$ cat config.mk
export PLATFORM = sky130hd
export DESIGN_NAME = owned_command_mux_with_staleness_check_core_flat
export DESIGN_NICKNAME = d
export VERILOG_FILES = /design/src/hdl/omux_pkg.sv /design/src/hdl/omux_if.sv /design/src/hdl/omux_store.sv /design/src/hdl/omux_eval.sv /design/src/hdl/omux_res_fifo.sv /design/src/hdl/owned_command_mux_with_staleness_check_core.sv /design/src/flat_wrapper.sv
export SDC_FILE = /design/constraint.sdc
export NUM_CORES = 2
export LEC_CHECK = 0
export BUFFER_PORTS_ARGS = -buffer_cell sky130_fd_sc_hd__buf_2
export CORE_MARGIN = 2
export CORE_UTILIZATION = 45
export CTS_CLUSTER_SIZE = 20
export DETAILED_ROUTE_END_ITERATION = 10
export HOLD_SLACK_MARGIN = 0.1
export PLACE_DENSITY_LB_ADDON = 0.12
export SETUP_SLACK_MARGIN = 0.05
export SLEW_MARGIN = 30
export SYNTH_ARGS = -nofsm -noshare
export SYNTH_HDL_FRONTEND = slang
export SYNTH_SLANG_ARGS = --single-unit
$ cat constraint.sdc
create_clock -name clk -period 14.3 [get_ports clk]
set_input_delay 0.715 -clock clk [delete_from_list [all_inputs] [get_ports clk]]
set_output_delay 0.715 -clock clk [all_outputs]
set_load 0.05 [all_outputs]
$ cat src/hdl/omux_pkg.sv
// Shared types and constants for the owned command multiplexer.
// No dependencies; every other file in hdl/ refers to this package.
package omux_pkg;

    localparam int NUM_SOURCES   = 3;
    localparam int TIME_BITS     = 32;
    localparam int VALUE_BITS    = 32;
    localparam int TYPE_BITS     = 3;
    localparam int SRC_BITS      = 2;
    localparam int CODE_BITS     = 3;
    localparam int OWNER_BITS    = 2;
    localparam int KIND_BITS     = 2;
    localparam int IDX_BITS      = (NUM_SOURCES > 1) ? $clog2(NUM_SOURCES) : 1;
    localparam int CFG_IDX_BITS  = 1;
    localparam int CFG_DATA_BITS = 32;

    localparam logic [TIME_BITS-1:0] TIMEOUT_RESET = 32'd500000;
    localparam logic [TIME_BITS-1:0] SKEW_RESET    = 32'd150000;

    typedef logic [OWNER_BITS-1:0] owner_t;
    localparam owner_t OWNER_IDLE = '0;

    typedef enum logic [TYPE_BITS-1:0] {
        REQ_CMD  = 3'd0,
        REQ_ART  = 3'd1,
        REQ_GRAB = 3'd2,
        REQ_DROP = 3'd3,
        REQ_TICK = 3'd4
    } req_type_t;

    typedef enum logic [KIND_BITS-1:0] {
        KIND_FWD     = 2'd0,
        KIND_ZERO    = 2'd1,
        KIND_CHANGED = 2'd2
    } kind_t;

    typedef enum logic [CFG_IDX_BITS-1:0] {
        CFG_INPUT_TIMEOUT = 1'b0,
        CFG_MAX_PAIR_SKEW = 1'b1
    } cfg_reg_t;

    typedef struct packed {
        logic [TYPE_BITS-1:0]         req_type;
        logic [SRC_BITS-1:0]          source;
        logic [CODE_BITS-1:0]         owner_code;
        logic signed [VALUE_BITS-1:0] linear_x;
        logic signed [VALUE_BITS-1:0] angular_z;
        logic signed [VALUE_BITS-1:0] articulation;
        logic                         value_bad;
        logic [TIME_BITS-1:0]         now_time;
    } cmd_item_t;

    typedef struct packed {
        logic [KIND_BITS-1:0]         kind;
        logic signed [VALUE_BITS-1:0] out_linear_x;
        logic signed [VALUE_BITS-1:0] out_angular_z;
        logic signed [VALUE_BITS-1:0] out_articulation;
        owner_t                       current_owner;
        logic [TIME_BITS-1:0]         stamp;
        logic                         last_result;
    } res_item_t;

    // Write side of the per-source store and owner register
    typedef struct packed {
        logic                  wr_cmd;
        logic                  wr_art;
        logic [IDX_BITS-1:0]   idx;
        logic [VALUE_BITS-1:0] lin;
        logic [VALUE_BITS-1:0] ang;
        logic [VALUE_BITS-1:0] art;
        logic [TIME_BITS-1:0]  rx_time;
        logic                  own_we;
        owner_t                own_next;
    } store_upd_t;

    // Held state of the current owner's source
    typedef struct packed {
        logic                  has_cmd;
        logic                  has_art;
        logic [VALUE_BITS-1:0] lin;
        logic [VALUE_BITS-1:0] ang;
        logic [VALUE_BITS-1:0] art;
        logic [TIME_BITS-1:0]  cmd_time;
        logic [TIME_BITS-1:0]  art_time;
    } store_view_t;

endpackage

$ cat src/hdl/omux_if.sv
// Valid/ready channel interfaces for command items and result items.
// Depends on omux_pkg for the payload types.
interface omux_cmd_if;
    logic                  valid;
    logic                  ready;
    omux_pkg::cmd_item_t   data;

    modport source (output valid, output data, input ready);
    modport sink   (input valid, input data, output ready);
endinterface

interface omux_res_if;
    logic                  valid;
    logic                  ready;
    omux_pkg::res_item_t   data;

    modport source (output valid, output data, input ready);
    modport sink   (input valid, input data, output ready);
endinterface

$ cat src/hdl/omux_store.sv
// Per-source held samples, receive times, held flags and the owner register.
// Depends on omux_pkg.
module omux_store (
    input  logic                   clk,
    input  logic                   rst_n,
    input  omux_pkg::store_upd_t   upd,
    output omux_pkg::owner_t       owner,
    output omux_pkg::store_view_t  view
);

    logic [omux_pkg::VALUE_BITS-1:0] lin_reg  [omux_pkg::NUM_SOURCES];
    logic [omux_pkg::VALUE_BITS-1:0] ang_reg  [omux_pkg::NUM_SOURCES];
    logic [omux_pkg::VALUE_BITS-1:0] art_reg  [omux_pkg::NUM_SOURCES];
    logic [omux_pkg::TIME_BITS-1:0]  ctime_reg [omux_pkg::NUM_SOURCES];
    logic [omux_pkg::TIME_BITS-1:0]  atime_reg [omux_pkg::NUM_SOURCES];

    logic [omux_pkg::NUM_SOURCES-1:0] has_cmd_reg;
    logic [omux_pkg::NUM_SOURCES-1:0] has_cmd_next;
    logic [omux_pkg::NUM_SOURCES-1:0] has_art_reg;
    logic [omux_pkg::NUM_SOURCES-1:0] has_art_next;
    omux_pkg::owner_t                 owner_reg;
    omux_pkg::owner_t                 owner_next;

    logic [omux_pkg::IDX_BITS-1:0]    sel;
    logic [omux_pkg::IDX_BITS-1:0]    clr_idx;

    assign clr_idx = omux_pkg::IDX_BITS'(upd.own_next - 1'b1);

    always_comb
    begin
        has_cmd_next = has_cmd_reg;
        has_art_next = has_art_reg;
        if (upd.wr_cmd)
        begin
            has_cmd_next[upd.idx] = 1'b1;
        end
        if (upd.wr_art)
        begin
            has_art_next[upd.idx] = 1'b1;
        end
        // A source that just took ownership starts with nothing held
        if (upd.own_we && upd.own_next != omux_pkg::OWNER_IDLE)
        begin
            has_cmd_next[clr_idx] = 1'b0;
            has_art_next[clr_idx] = 1'b0;
        end
        owner_next = upd.own_we ? upd.own_next : owner_reg;
    end

    always_ff @(posedge clk or negedge rst_n)
    begin
        if (!rst_n)
        begin
            has_cmd_reg <= '0;
            has_art_reg <= '0;
            owner_reg   <= omux_pkg::OWNER_IDLE;
        end
        else
        begin
            has_cmd_reg <= has_cmd_next;
            has_art_reg <= has_art_next;
            owner_reg   <= owner_next;
        end
    end

    always_ff @(posedge clk)
    begin
        if (upd.wr_cmd)
        begin
            lin_reg[upd.idx]   <= upd.lin;
            ang_reg[upd.idx]   <= upd.ang;
            ctime_reg[upd.idx] <= upd.rx_time;
        end
        if (upd.wr_art)
        begin
            art_reg[upd.idx]   <= upd.art;
            atime_reg[upd.idx] <= upd.rx_time;
        end
    end

    assign sel = (owner_reg != omux_pkg::OWNER_IDLE)
               ? omux_pkg::IDX_BITS'(owner_reg - 1'b1) : '0;

    assign owner         = owner_reg;
    assign view.has_cmd  = has_cmd_reg[sel];
    assign view.has_art  = has_art_reg[sel];
    assign view.lin      = lin_reg[sel];
    assign view.ang      = ang_reg[sel];
    assign view.art      = art_reg[sel];
    assign view.cmd_time = ctime_reg[sel];
    assign view.art_time = atime_reg[sel];

endmodule

$ cat src/hdl/omux_eval.sv
// Decode of one command item: store writes, owner change, staleness check and results.
// Depends on omux_pkg.
module omux_eval (
    input  omux_pkg::cmd_item_t              item,
    input  omux_pkg::owner_t                 owner,
    input  omux_pkg::store_view_t            view,
    input  logic [omux_pkg::TIME_BITS-1:0]   input_timeout,
    input  logic [omux_pkg::TIME_BITS-1:0]   max_pair_skew,
    output omux_pkg::store_upd_t             upd,
    output logic [1:0]                       res_cnt,
    output omux_pkg::res_item_t              res0,
    output omux_pkg::res_item_t              res1
);

    logic [omux_pkg::TIME_BITS-1:0] cmd_age;
    logic [omux_pkg::TIME_BITS-1:0] art_age;
    logic [omux_pkg::TIME_BITS-1:0] diff_ca;
    logic [omux_pkg::TIME_BITS-1:0] diff_ac;
    logic [omux_pkg::TIME_BITS-1:0] skew;
    logic                           fresh;
    logic                           src_ok;
    logic                           code_src;
    logic                           code_is_owner;
    logic                           is_tick;
    omux_pkg::owner_t               new_owner;

    assign cmd_age = item.now_time - view.cmd_time;
    assign art_age = item.now_time - view.art_time;
    assign diff_ca = view.cmd_time - view.art_time;
    assign diff_ac = view.art_time - view.cmd_time;
    assign skew    = diff_ca[omux_pkg::TIME_BITS-1] ? diff_ac : diff_ca;

    assign fresh = view.has_cmd && view.has_art
                && (cmd_age <= input_timeout) && (art_age <= input_timeout)
                && (skew <= max_pair_skew);

    assign src_ok = !item.value_bad
                 && (item.source < omux_pkg::SRC_BITS'(omux_pkg::NUM_SOURCES));
    assign code_src = (item.owner_code != '0)
                   && (item.owner_code <= omux_pkg::CODE_BITS'(omux_pkg::NUM_SOURCES));
    assign code_is_owner = (item.owner_code == omux_pkg::CODE_BITS'(owner));

    always_comb
    begin
        upd          = '0;
        upd.idx      = omux_pkg::IDX_BITS'(item.source);
        upd.lin      = item.linear_x;
        upd.ang      = item.angular_z;
        upd.art      = item.articulation;
        upd.rx_time  = item.now_time;
        upd.own_next = omux_pkg::OWNER_IDLE;
        res_cnt      = 2'd0;
        is_tick      = 1'b0;

        case (item.req_type)
            omux_pkg::REQ_CMD:
            begin
                upd.wr_cmd = src_ok;
            end
            omux_pkg::REQ_ART:
            begin
                upd.wr_art = src_ok;
            end
            omux_pkg::REQ_GRAB:
            begin
                if (code_src && !code_is_owner)
                begin
                    upd.own_we   = 1'b1;
                    upd.own_next = omux_pkg::OWNER_BITS'(item.owner_code);
                    res_cnt      = 2'd2;
                end
            end
            omux_pkg::REQ_DROP:
            begin
                // Releasing idle while idle still sends a zero command
                if (code_is_owner)
                begin
                    if (owner != omux_pkg::OWNER_IDLE)
                    begin
                        upd.own_we = 1'b1;
                        res_cnt    = 2'd2;
                    end
                    else
                    begin
                        res_cnt = 2'd1;
                    end
                end
            end
            omux_pkg::REQ_TICK:
            begin
                if (owner != omux_pkg::OWNER_IDLE)
                begin
                    res_cnt = 2'd1;
                    is_tick = 1'b1;
                end
            end
            default:
            begin
                res_cnt = 2'd0;
            end
        endcase

        new_owner = upd.own_we ? upd.own_next : owner;

        res0               = '0;
        res0.kind          = omux_pkg::KIND_ZERO;
        res0.current_owner = new_owner;
        res0.stamp         = item.now_time;
        res0.last_result   = 1'b1;
        res1               = res0;

        if (res_cnt == 2'd2)
        begin
            res0.kind        = omux_pkg::KIND_CHANGED;
            res0.last_result = 1'b0;
        end
        else if (is_tick && fresh)
        begin
            res0.kind             = omux_pkg::KIND_FWD;
            res0.out_linear_x     = view.lin;
            res0.out_angular_z    = view.ang;
            res0.out_articulation = view.art;
        end
    end

endmodule

$ cat src/hdl/omux_res_fifo.sv
// Four-entry result queue that takes up to two results per cycle and delivers one per cycle while res.ready is high.
// Depends on omux_pkg and omux_res_if.
module omux_res_fifo (
    input  logic                    clk,
    input  logic                    rst_n,
    input  logic [1:0]              push_cnt,
    input  omux_pkg::res_item_t     push0,
    input  omux_pkg::res_item_t     push1,
    output logic [2:0]              free,
    omux_res_if.source              res
);

    localparam int DEPTH    = 4;
    localparam int PTR_BITS = $clog2(DEPTH);
    localparam int CNT_BITS = PTR_BITS + 1;

    omux_pkg::res_item_t mem_reg [DEPTH];

    logic [PTR_BITS-1:0] wr_ptr_reg;
    logic [PTR_BITS-1:0] wr_ptr_next;
    logic [PTR_BITS-1:0] wr_ptr_plus;
    logic [PTR_BITS-1:0] rd_ptr_reg;
    logic [PTR_BITS-1:0] rd_ptr_next;
    logic [CNT_BITS-1:0] count_reg;
    logic [CNT_BITS-1:0] count_next;
    logic                pop;

    assign pop         = res.valid && res.ready;
    assign wr_ptr_plus = wr_ptr_reg + 1'b1;
    assign wr_ptr_next = wr_ptr_reg + PTR_BITS'(push_cnt);
    assign rd_ptr_next = rd_ptr_reg + PTR_BITS'(pop);
    assign count_next  = count_reg + CNT_BITS'(push_cnt) - CNT_BITS'(pop);

    always_ff @(posedge clk or negedge rst_n)
    begin
        if (!rst_n)
        begin
            wr_ptr_reg <= '0;
            rd_ptr_reg <= '0;
            count_reg  <= '0;
        end
        else
        begin
            wr_ptr_reg <= wr_ptr_next;
            rd_ptr_reg <= rd_ptr_next;
            count_reg  <= count_next;
        end
    end

    always_ff @(posedge clk)
    begin
        if (push_cnt != 2'd0)
        begin
            mem_reg[wr_ptr_reg] <= push0;
        end
        if (push_cnt == 2'd2)
        begin
            mem_reg[wr_ptr_plus] <= push1;
        end
    end

    assign free      = 3'(CNT_BITS'(DEPTH) - count_reg);
    assign res.valid = (count_reg != '0);
    assign res.data  = mem_reg[rd_ptr_reg];

endmodule

$ cat src/hdl/owned_command_mux_with_staleness_check_core.sv
// Top level of the owned command multiplexer with staleness watchdog.
// Depends on omux_pkg, omux_if, omux_store, omux_eval and omux_res_fifo.
//
// An accepted item lands in an input register and is decoded there against the owner
// register and the per-source store; once the queue has room for all of its results, the
// store and owner are updated and its zero, one or two results are pushed into a
// four-entry result queue whose head drives res. One item is taken per cycle as long
// as the queue has room for the results of the item in the input register; the queue
// drains one result per cycle while res.ready is high, so a steady stream of items that
// each cause two results is limited by the drain of the queue. Configuration writes on
// cfg_we take effect at the next edge.
module owned_command_mux_with_staleness_check_core (
    input  logic                                 clk,
    input  logic                                 rst_n,
    omux_cmd_if.sink                             cmd,
    omux_res_if.source                           res,
    input  logic                                 cfg_we,
    input  logic [omux_pkg::CFG_IDX_BITS-1:0]    cfg_index,
    input  logic [omux_pkg::CFG_DATA_BITS-1:0]   cfg_data
);

    omux_pkg::cmd_item_t             item_reg;
    logic                            item_valid_reg;
    logic                            item_valid_next;
    logic                            advance;

    logic [omux_pkg::TIME_BITS-1:0]  timeout_reg;
    logic [omux_pkg::TIME_BITS-1:0]  skew_reg;

    omux_pkg::owner_t                owner;
    omux_pkg::store_view_t           view;
    omux_pkg::store_upd_t            upd;
    omux_pkg::store_upd_t            upd_gated;
    logic [1:0]                      res_cnt;
    logic [1:0]                      push_cnt;
    omux_pkg::res_item_t             res0;
    omux_pkg::res_item_t             res1;
    logic [2:0]                      free;

    // Hold the item until the queue can absorb all of its results
    assign advance         = item_valid_reg && (free >= {1'b0, res_cnt});
    assign cmd.ready       = !item_valid_reg || advance;
    assign item_valid_next = (cmd.valid && cmd.ready) || (item_valid_reg && !advance);

    always_ff @(posedge clk or negedge rst_n)
    begin
        if (!rst_n)
        begin
            item_valid_reg <= 1'b0;
        end
        else
        begin
            item_valid_reg <= item_valid_next;
        end
    end

    always_ff @(posedge clk)
    begin
        if (cmd.valid && cmd.ready)
        begin
            item_reg <= cmd.data;
        end
    end

    always_ff @(posedge clk or negedge rst_n)
    begin
        if (!rst_n)
        begin
            timeout_reg <= omux_pkg::TIMEOUT_RESET;
            skew_reg    <= omux_pkg::SKEW_RESET;
        end
        else if (cfg_we)
        begin
            case (cfg_index)
                omux_pkg::CFG_INPUT_TIMEOUT:
                begin
                    timeout_reg <= omux_pkg::TIME_BITS'(cfg_data);
                end
                omux_pkg::CFG_MAX_PAIR_SKEW:
                begin
                    skew_reg <= omux_pkg::TIME_BITS'(cfg_data);
                end
                default:
                begin
                    timeout_reg <= timeout_reg;
                end
            endcase
        end
    end

    omux_eval u_eval (
        .item          (item_reg),
        .owner         (owner),
        .view          (view),
        .input_timeout (timeout_reg),
        .max_pair_skew (skew_reg),
        .upd           (upd),
        .res_cnt       (res_cnt),
        .res0          (res0),
        .res1          (res1)
    );

    // Drop store writes and pushes while the item is held
    assign upd_gated = advance ? upd : '0;
    assign push_cnt  = advance ? res_cnt : 2'd0;

    omux_store u_store (
        .clk   (clk),
        .rst_n (rst_n),
        .upd   (upd_gated),
        .owner (owner),
        .view  (view)
    );

    omux_res_fifo u_fifo (
        .clk      (clk),
        .rst_n    (rst_n),
        .push_cnt (push_cnt),
        .push0    (res0),
        .push1    (res1),
        .free     (free),
        .res      (res)
    );

endmodule

$ cat src/flat_wrapper.sv
// flat-port wrapper written by rule: the top's interface ports become plain ports
module owned_command_mux_with_staleness_check_core_flat 
  (clk, rst_n, cfg_we, cfg_index, cfg_data, cmd_valid, cmd_data, cmd_ready, res_valid, res_data, res_ready);
  omux_cmd_if cmd_i ();
  omux_res_if res_i ();
  input  logic clk;
  input  logic rst_n;
  input  logic cfg_we;
  input  logic [omux_pkg::CFG_IDX_BITS-1:0] cfg_index;
  input  logic [omux_pkg::CFG_DATA_BITS-1:0] cfg_data;
  input wire logic [$bits(cmd_i.valid)-1:0] cmd_valid;
  input wire logic [$bits(cmd_i.data)-1:0] cmd_data;
  output wire logic [$bits(cmd_i.ready)-1:0] cmd_ready;
  output wire logic [$bits(res_i.valid)-1:0] res_valid;
  output wire logic [$bits(res_i.data)-1:0] res_data;
  input wire logic [$bits(res_i.ready)-1:0] res_ready;
  assign cmd_i.valid = cmd_valid;
  assign cmd_i.data = cmd_data;
  assign cmd_ready = cmd_i.ready;
  assign res_valid = res_i.valid;
  assign res_data = res_i.data;
  assign res_i.ready = res_ready;
  owned_command_mux_with_staleness_check_core u_core (.clk(clk), .rst_n(rst_n), .cmd(cmd_i), .res(res_i), .cfg_we(cfg_we), .cfg_index(cfg_index), .cfg_data(cfg_data));
endmodule
### Word-level counts from Yosys, hierarchy flattened

Memory sizes are Yosys's and may differ from the RTL's.
Cells that the tools add are included.

| storage, ports and cells | value |
|---|---|
| register bits after elaboration | 217 |
| RAM bits | 1012 |
| input bits | 175 |
| output and inout port bits | 135 |
| word-level logic and storage cells | 130 |
| memories | 6 |

Memories:

| memory | depth | width | read ports | clocked after Yosys merged registers in | wr ports | line | source |
|---|---|---|---|---|---|---|---|
| u_core.u_fifo.mem_reg | 4 | 133 | 1 | 0 | 2 | omux_res_fifo.sv:17 | `omux_pkg::res_item_t mem_reg [DEPTH];` |
| u_core.u_store.ang_reg | 3 | 32 | 1 | 0 | 1 | omux_store.sv:12 | `logic [omux_pkg::VALUE_BITS-1:0] ang_reg [omux_pkg::NUM_SOURCES];` |
| u_core.u_store.art_reg | 3 | 32 | 1 | 0 | 1 | omux_store.sv:13 | `logic [omux_pkg::VALUE_BITS-1:0] art_reg [omux_pkg::NUM_SOURCES];` |
| u_core.u_store.atime_reg | 3 | 32 | 1 | 0 | 1 | omux_store.sv:15 | `logic [omux_pkg::TIME_BITS-1:0] atime_reg [omux_pkg::NUM_SOURCES];` |
| u_core.u_store.ctime_reg | 3 | 32 | 1 | 0 | 1 | omux_store.sv:14 | `logic [omux_pkg::TIME_BITS-1:0] ctime_reg [omux_pkg::NUM_SOURCES];` |
| u_core.u_store.lin_reg | 3 | 32 | 1 | 0 | 1 | omux_store.sv:11 | `logic [omux_pkg::VALUE_BITS-1:0] lin_reg [omux_pkg::NUM_SOURCES];` |

| cells by class | value |
|---|---|
| add/subtract/negate cells | 12 |
| $lt $le $gt $ge | 11 |
| equal/unequal tests | 7 |
| mux-type cells | 42 |
| bitwise gates (word level) | 6 |
| reductions and logical operators | 29 |

Operators by type and width:

| kind | number |
|---|---|
| 135-bit two-way mux | 1 |
| 32-bit subtractor | 4 |
| 97-bit two-way mux | 1 |
| 32-bit <= comparator | 3 |
| 96-bit two-way mux | 1 |
| 32-bit two-way mux | 1 |
| 1-bit two-way mux | 19 |
| 2-bit two-way mux | 8 |
| 1-bit logical AND | 15 |
| 3-bit two-way mux | 5 |
| 2-bit by 3-bit < comparator with 1-bit output (second input constant) | 3 |
| 3-bit bitwise AND | 2 |
| 3-bit by 2-bit equality test with 1-bit output (second input constant) | 2 |
| 3-bit bitwise OR | 2 |
| 2-bit case mux with 3 select lines | 1 |
| 2-bit nonzero test | 3 |
| 3-bit nonzero test | 2 |
| 1-bit binary-select mux with 2-bit select | 2 |
| 1-bit demux with 2-bit select | 2 |
| 2-bit equality test (second input constant) | 2 |
| 2-bit by 1-bit greater-or-equal comparator with 1-bit output (second input constant) | 2 |
| 1-bit logical NOT | 4 |
| 2-bit AND reduction | 2 |
| 2-bit by 1-bit subtractor with 2-bit output (second input constant) | 2 |
| 17 further kinds | 18 |

### Depth between registers and ports, before layout

| logic depth | value |
|---|---|
| word-level depth | 16 |
| mapped depth | 39 |

### Hierarchy

From an unflattened synthesis, not the netlist that was laid out.

| unflattened totals | value |
|---|---|
| cells, all modules | 4475 |
| area, all modules | 63576.0 sq um |

Modules (own cells, without submodules):

| module | times used | cells each | area an instance (sq um) | sequential area each (sq um) |
|---|---|---|---|---|
| omux_res_fifo | 1 | 1332 | 25999.9 | 16150.5 |
| omux_store | 1 | 1047 | 18101.1 | 14614.0 |
| omux_eval | 1 | 1644 | 11732.5 | 0.0 |
| owned_command_mux_with_staleness_check_core | 1 | 452 | 7742.4 | 5759.3 |

### Worst setup path before layout

OpenSTA, ideal clock, no wires.

| timing path | value |
|---|---|
| path kind | reg-to-reg |
| start point | reg u_core.u_store.owner_reg[0], in the netlist u_core.u_store.owner[0] |
| end point | mem u_core.u_store.ang_reg[0][0] in the netlist's numbering, enable pin |
| setup time | 0.670 ns |
| data arrival time | 9.444 ns |
| data required time | 13.630 ns |
| slack | 4.185 ns |
| stages on the path, launching flop included | 17 |
| path buffers | 3 |
| period minus slack after synthesis | 10.115 ns |
| path through | dfrtp_1 -> buf_6 -> buf_8 -> xor2_1 -> nor3_2 -> and4b_1 -> o21ai_1 -> o21ai_0 -> inv_2 -> ha_1 -> o21ai_0 -> and3b_1 -> nand2b_1 -> clkbuf_1 -> a2111oi_0 -> nand2_1 -> nor3_1 |

| between the ends | value |
|---|---|
| longest elaborated chain between the ends | 10 |
| elaborated cells on any way between the ends | 14 |

Ends and longest elaborated chain:

| element | line | source |
|---|---|---|
| start: declaration | omux_store.sv:21 | `omux_pkg::owner_t owner_reg;` |
| start signal: assignment | omux_store.sv:56 | `owner_reg <= omux_pkg::OWNER_IDLE;` |
| start signal: assignment | omux_store.sv:62 | `owner_reg <= owner_next;` |
| 3-bit by 2-bit equality test with 1-bit output | omux_eval.sv:41 | `assign code_is_owner = (item.owner_code == omux_pkg::CODE_BITS'(owner));` |
| 1-bit logical NOT | omux_eval.sv:66 | `if (code_src && !code_is_owner)` |
| 1-bit logical AND | omux_eval.sv:66 |  |
| 2-bit two-way mux | omux_eval.sv:66 |  |
| 2-bit case mux with 3 select lines * | omux_eval.sv:55 | `case (item.req_type)` |
| 3-bit by 2-bit greater-or-equal comparator with 1-bit output * | owned_command_mux_with_staleness_check_core.sv:41 | `assign advance = item_valid_reg && (free >= {1'b0, res_cnt});` |
| 1-bit logical AND * | owned_command_mux_with_staleness_check_core.sv:41 |  |
| 135-bit two-way mux * | owned_command_mux_with_staleness_check_core.sv:104 | `assign upd_gated = advance ? upd : '0;` |
| 1-bit two-way mux | omux_store.sv:68 | `if (upd.wr_cmd)` |
| 1-bit two-way mux (not written as such) | omux_store.sv:71 | `ang_reg[upd.idx] <= upd.ang;` |
| end: declaration | omux_store.sv:12 |  |

Mark *: on every way between the ends. The rest lies on a longest branch, timed or not.

==> flow_summary.toml <==
[timing]
rsz0062_at_grt = "false"
fin_skew_ps = 31.10
timing.fmax_mhz = 107.6
fin_setup_tns_ps = 0
period_share = 0.6497
finalSetupViolations = 0
drv_slew = 0
worstMarginPinSlew_ps = 975.3
setup_ws_ps = 5010
max_slew_margin = 0.3440
fin_crit_ps = 9290
hold_violations = 0

[cts]
cts_root_buf = "clkbuf_16"
cts_tree = "built"
cts_buffers = 136
ctsLongestPathBuffers = 3
insertion_delay_ps = 780
clk_pin_slew_ps = 60
clock_sinks = 1229
htreeDepth = 4

[yosys]
ys_warn_count = 0
synth.distinct_cells = 106
syn-cell-area_um2 = 56340
synth-edff-count = 753
syn_inst = 4322
ys_seq_elements = 1229
syn_nets = 4698
async_flop_share = 0.06509
syn_area_per_cell_um2 = 13.03
ys_seq_area_frac = 0.5780
synthFlopType = "edfxtp_1"

[finish]
syn_to_final_growth_pct = 14.92
fillers = 10640
final_layout_size_suffix_gt1_frac = 0.1758
layout.nets = 4999
stdcell_count = 6371
largest_reg_flops = 532
register_area_um2 = 32580
multi_input_area_um2 = 21930
post-route-util = 0.5223

[route]
drc_errors = 0
final_antenna_net_count = 0
viasPerCell = 5.882
dr_total_vias = 37480
wl_per_cell_um = 24.52
drtIter0Drc = 3203
routed_wl_um = 156200
first_pass_iters = 7

[worst_setup_path]
cp_max_fo = 105
crit_family = "buffers and inverters"
required_ps = 15000
arrival_ps = 9990
slowest_stage = "dfrtp_4"
critPathBufInv = 5
slowest_delay_ps = 1010
cp-start-kind = "register"
path_class = "register to register"
cp-end-kind = "register"

[placement]
pre_cts_slack_ps = 4983
port_buffers = 309
place.detailed.hpwl_um = 98000
place.gp.congestion = 0.8923
place_inst = 6006

[global_route]
overflow = 0
use_met1 = 0.3405
antenna_found_initial = 12
grt_pass1_wl_um = 230100
first_global_vias = 35900
grtUsageMet3 = 0.03807
grt_max_degree = 185
grt_busiest_layer = "met2"
met2_usage = 0.3808
grt_usage = 0.2405

[floorplan]
die_h_um = 357.8
initial_utilization = 0.4545
fp.dieW_um = 357.8
num_rows = 129
die-area_um2 = 128000
core_um2 = 124000
ios = 310

[outcome]
status = "finished clean"

[power]
leakagePower_nw = 24.40
p_clk_frac = 0.316
p_comb_frac = 0.282
switching_share = 0.3364
p_sw_w = 0.003627
power_density_nw_per_um2 = 166.6
power_frac_seq = 0.402
max-vdd-ir-drop_mv = 0.1825
intPower_w = 0.007157

[run]
maxCapViolations = 0

[worst_hold_path]
min_path_type = "primary input to register"
metal layers:
layer  part of all wire  up-vias
li1                   -    17290
met1               0.45    18860
met2               0.46     1097
met3              0.059      221
met4              0.027        6
met5            0.00019        -
what timing repair did:
item | in CTS | in global routing
resized for setup | 0 | 0
hold buffers | 114 | 0
setup buffers | 0 | 0
endpoints found under the setup margin | 0 | 0
hold endpoints to repair | 139 | 0
per-stage QoR:
step / instance area, um^2 / total power, W / hold slack, ps
4_1_cts: 64680 / 0.01087 / 101.7
3_5_place_dp: 59190 / 0.007412 / 448.8
6_report: 64740 / 0.01078 / 155.1
2_1_floorplan: 56340 / 0.006451 / 419.4
3_3_place_gp: 59160 / 0.007388 / 441.7
5_1_grt: 64740 / 0.01127 / 123.2
cells in the mapped netlist (29+ instances only):
library cell | instances | share of area
nand4_1 | 29 | 0.0032
and2_1 | 202 | 0.022
buf_2 | 44 | 0.0039
nand2_1 | 116 | 0.0077
xnor2_1 | 80 | 0.012
xor2_1 | 40 | 0.0062
dfxtp_1 | 396 | 0.14
mux4_2 | 133 | 0.053
a21oi_1 | 160 | 0.014
o21ai_0 | 115 | 0.010
edfxtp_1 | 753 | 0.40
a32o_1 | 384 | 0.068
a21o_1 | 120 | 0.016
nor2_1 | 304 | 0.020
clkbuf_1 | 197 | 0.013
inv_1 | 166 | 0.011
dfrtp_1 | 65 | 0.029
mux2_2 | 41 | 0.0082
and3_1 | 34 | 0.0038
a211oi_1 | 108 | 0.014
nand3_1 | 35 | 0.0031
mux2i_1 | 169 | 0.030
ha_1 | 200 | 0.044
buf_1 | 59 | 0.0039
power by group through the flow:
stage	Combinational, W	Sequential [W]	Clock [W]
5_1_grt	0.00329	0.00435	0.00362
3_5_place_dp	0.00300	0.00441	0
6_report	0.00304	0.00433	0.00341
3_3_place_gp	0.00298	0.00441	0
4_1_cts	0.00304	0.00434	0.00349
2_1_floorplan	0.00218	0.00427	0
logic make-up (layout without fill, tap and decap cells):
group                    Yosys count  in the layout  synth area share
XOR/XNOR                         121            121           0.01894
AO/OA/AOI/OAI                   1078           1078            0.1511
multiplexers                     351            351           0.09401
other                              0              1                 0
flip-flops                      1229           1229            0.5780
AND/OR/NAND/NOR                  836            836           0.07449
adder cells (fa/ha/maj)          222            222           0.04859
buffers and inverters            485            896           0.03489
final cells by class:
class | count | share of cell area
flip-flops and latches | 1229 | 0.5032
multi-input cells | 2608 | 0.3388
clock buffers | 199 | 0.06090
repair buffers | 477 | 0.04930
well taps | 1637 | 0.03164
inverters | 171 | 0.009934
clock inverters | 49 | 0.006204
diodes | 1 | 0.00003865
worst reg2reg max path, cell delays in order, from the launching register on:
cell and delay [ps]:
dfrtp_4 1010, buf_4 670, mux2i_1 290, a21o_1 280, inv_1 110, ha_1 350, inv_1 110, o32ai_1 530
o211ai_1 230, a21oi_2 290, o21ai_2 160, mux2i_1 480, nand2_4 470, mux2i_1 440, a21oi_2 100, xnor2_1 130
ha_1 320, nand4_1 140, or2_2 340, nor3_1 450, nand3_1 140, o211ai_1 100, o211ai_1 170, nor2_4 180
buf_6 610, buf_6 760, a32o_1 390
path summary, 6_finish.rpt:
kind / startpoint / endpoint / slack (ps) / depth (start not counted)
max: u_core.u_store.owner[0]$_DFFE_PN0P_ / u_core.u_fifo.mem_reg[0][104]$_SDFFE_PP0P_ / 5010 / 26
min: cmd_data[43] / u_core.item_reg[43]$_DFFE_PP_ / 160 / 1
max reg2reg: u_core.u_store.owner[0]$_DFFE_PN0P_ / u_core.u_fifo.mem_reg[0][104]$_SDFFE_PP0P_ / 5010 / 26
min reg2reg: u_core.u_fifo.mem_reg[2][87]$_SDFFE_PP0P_ / u_core.u_fifo.mem_reg[2][87]$_SDFFE_PP0P_ / 460 / 1
max in group asynchronous: rst_n / u_core.u_store.owner[0]$_DFFE_PN0P_ / 12660 / 3
min in group asynchronous: rst_n / u_core.timeout_reg[27]$_DFFE_PN0P_ / 410 / 2
cells in the final DEF, fill, tap and decap left out, drive strengths merged, types with 26 or more instances in the layout:
cell	netlist	final
inv	169	175
nor2	307	307
ha	200	200
dlygate4sd3	0	114
o21a	27	27
nand4	29	29
nand3	35	35
a211oi	110	110
xor2	41	41
edfxtp	753	753
and2	202	202
clkinv	2	37
mux2i	175	175
nand2b	26	26
nor2b	27	27
and3	34	34
xnor2	80	80
clkbuf	197	199
nand2	117	117
dfrtp	65	65
mux2	43	43
a21o	120	120
dfxtp	396	396
a32o	384	384
mux4	133	133
a21oi	167	167
buf	117	363
o21ai	127	127
No activity file was read; power rests on OpenSTA's default activity.
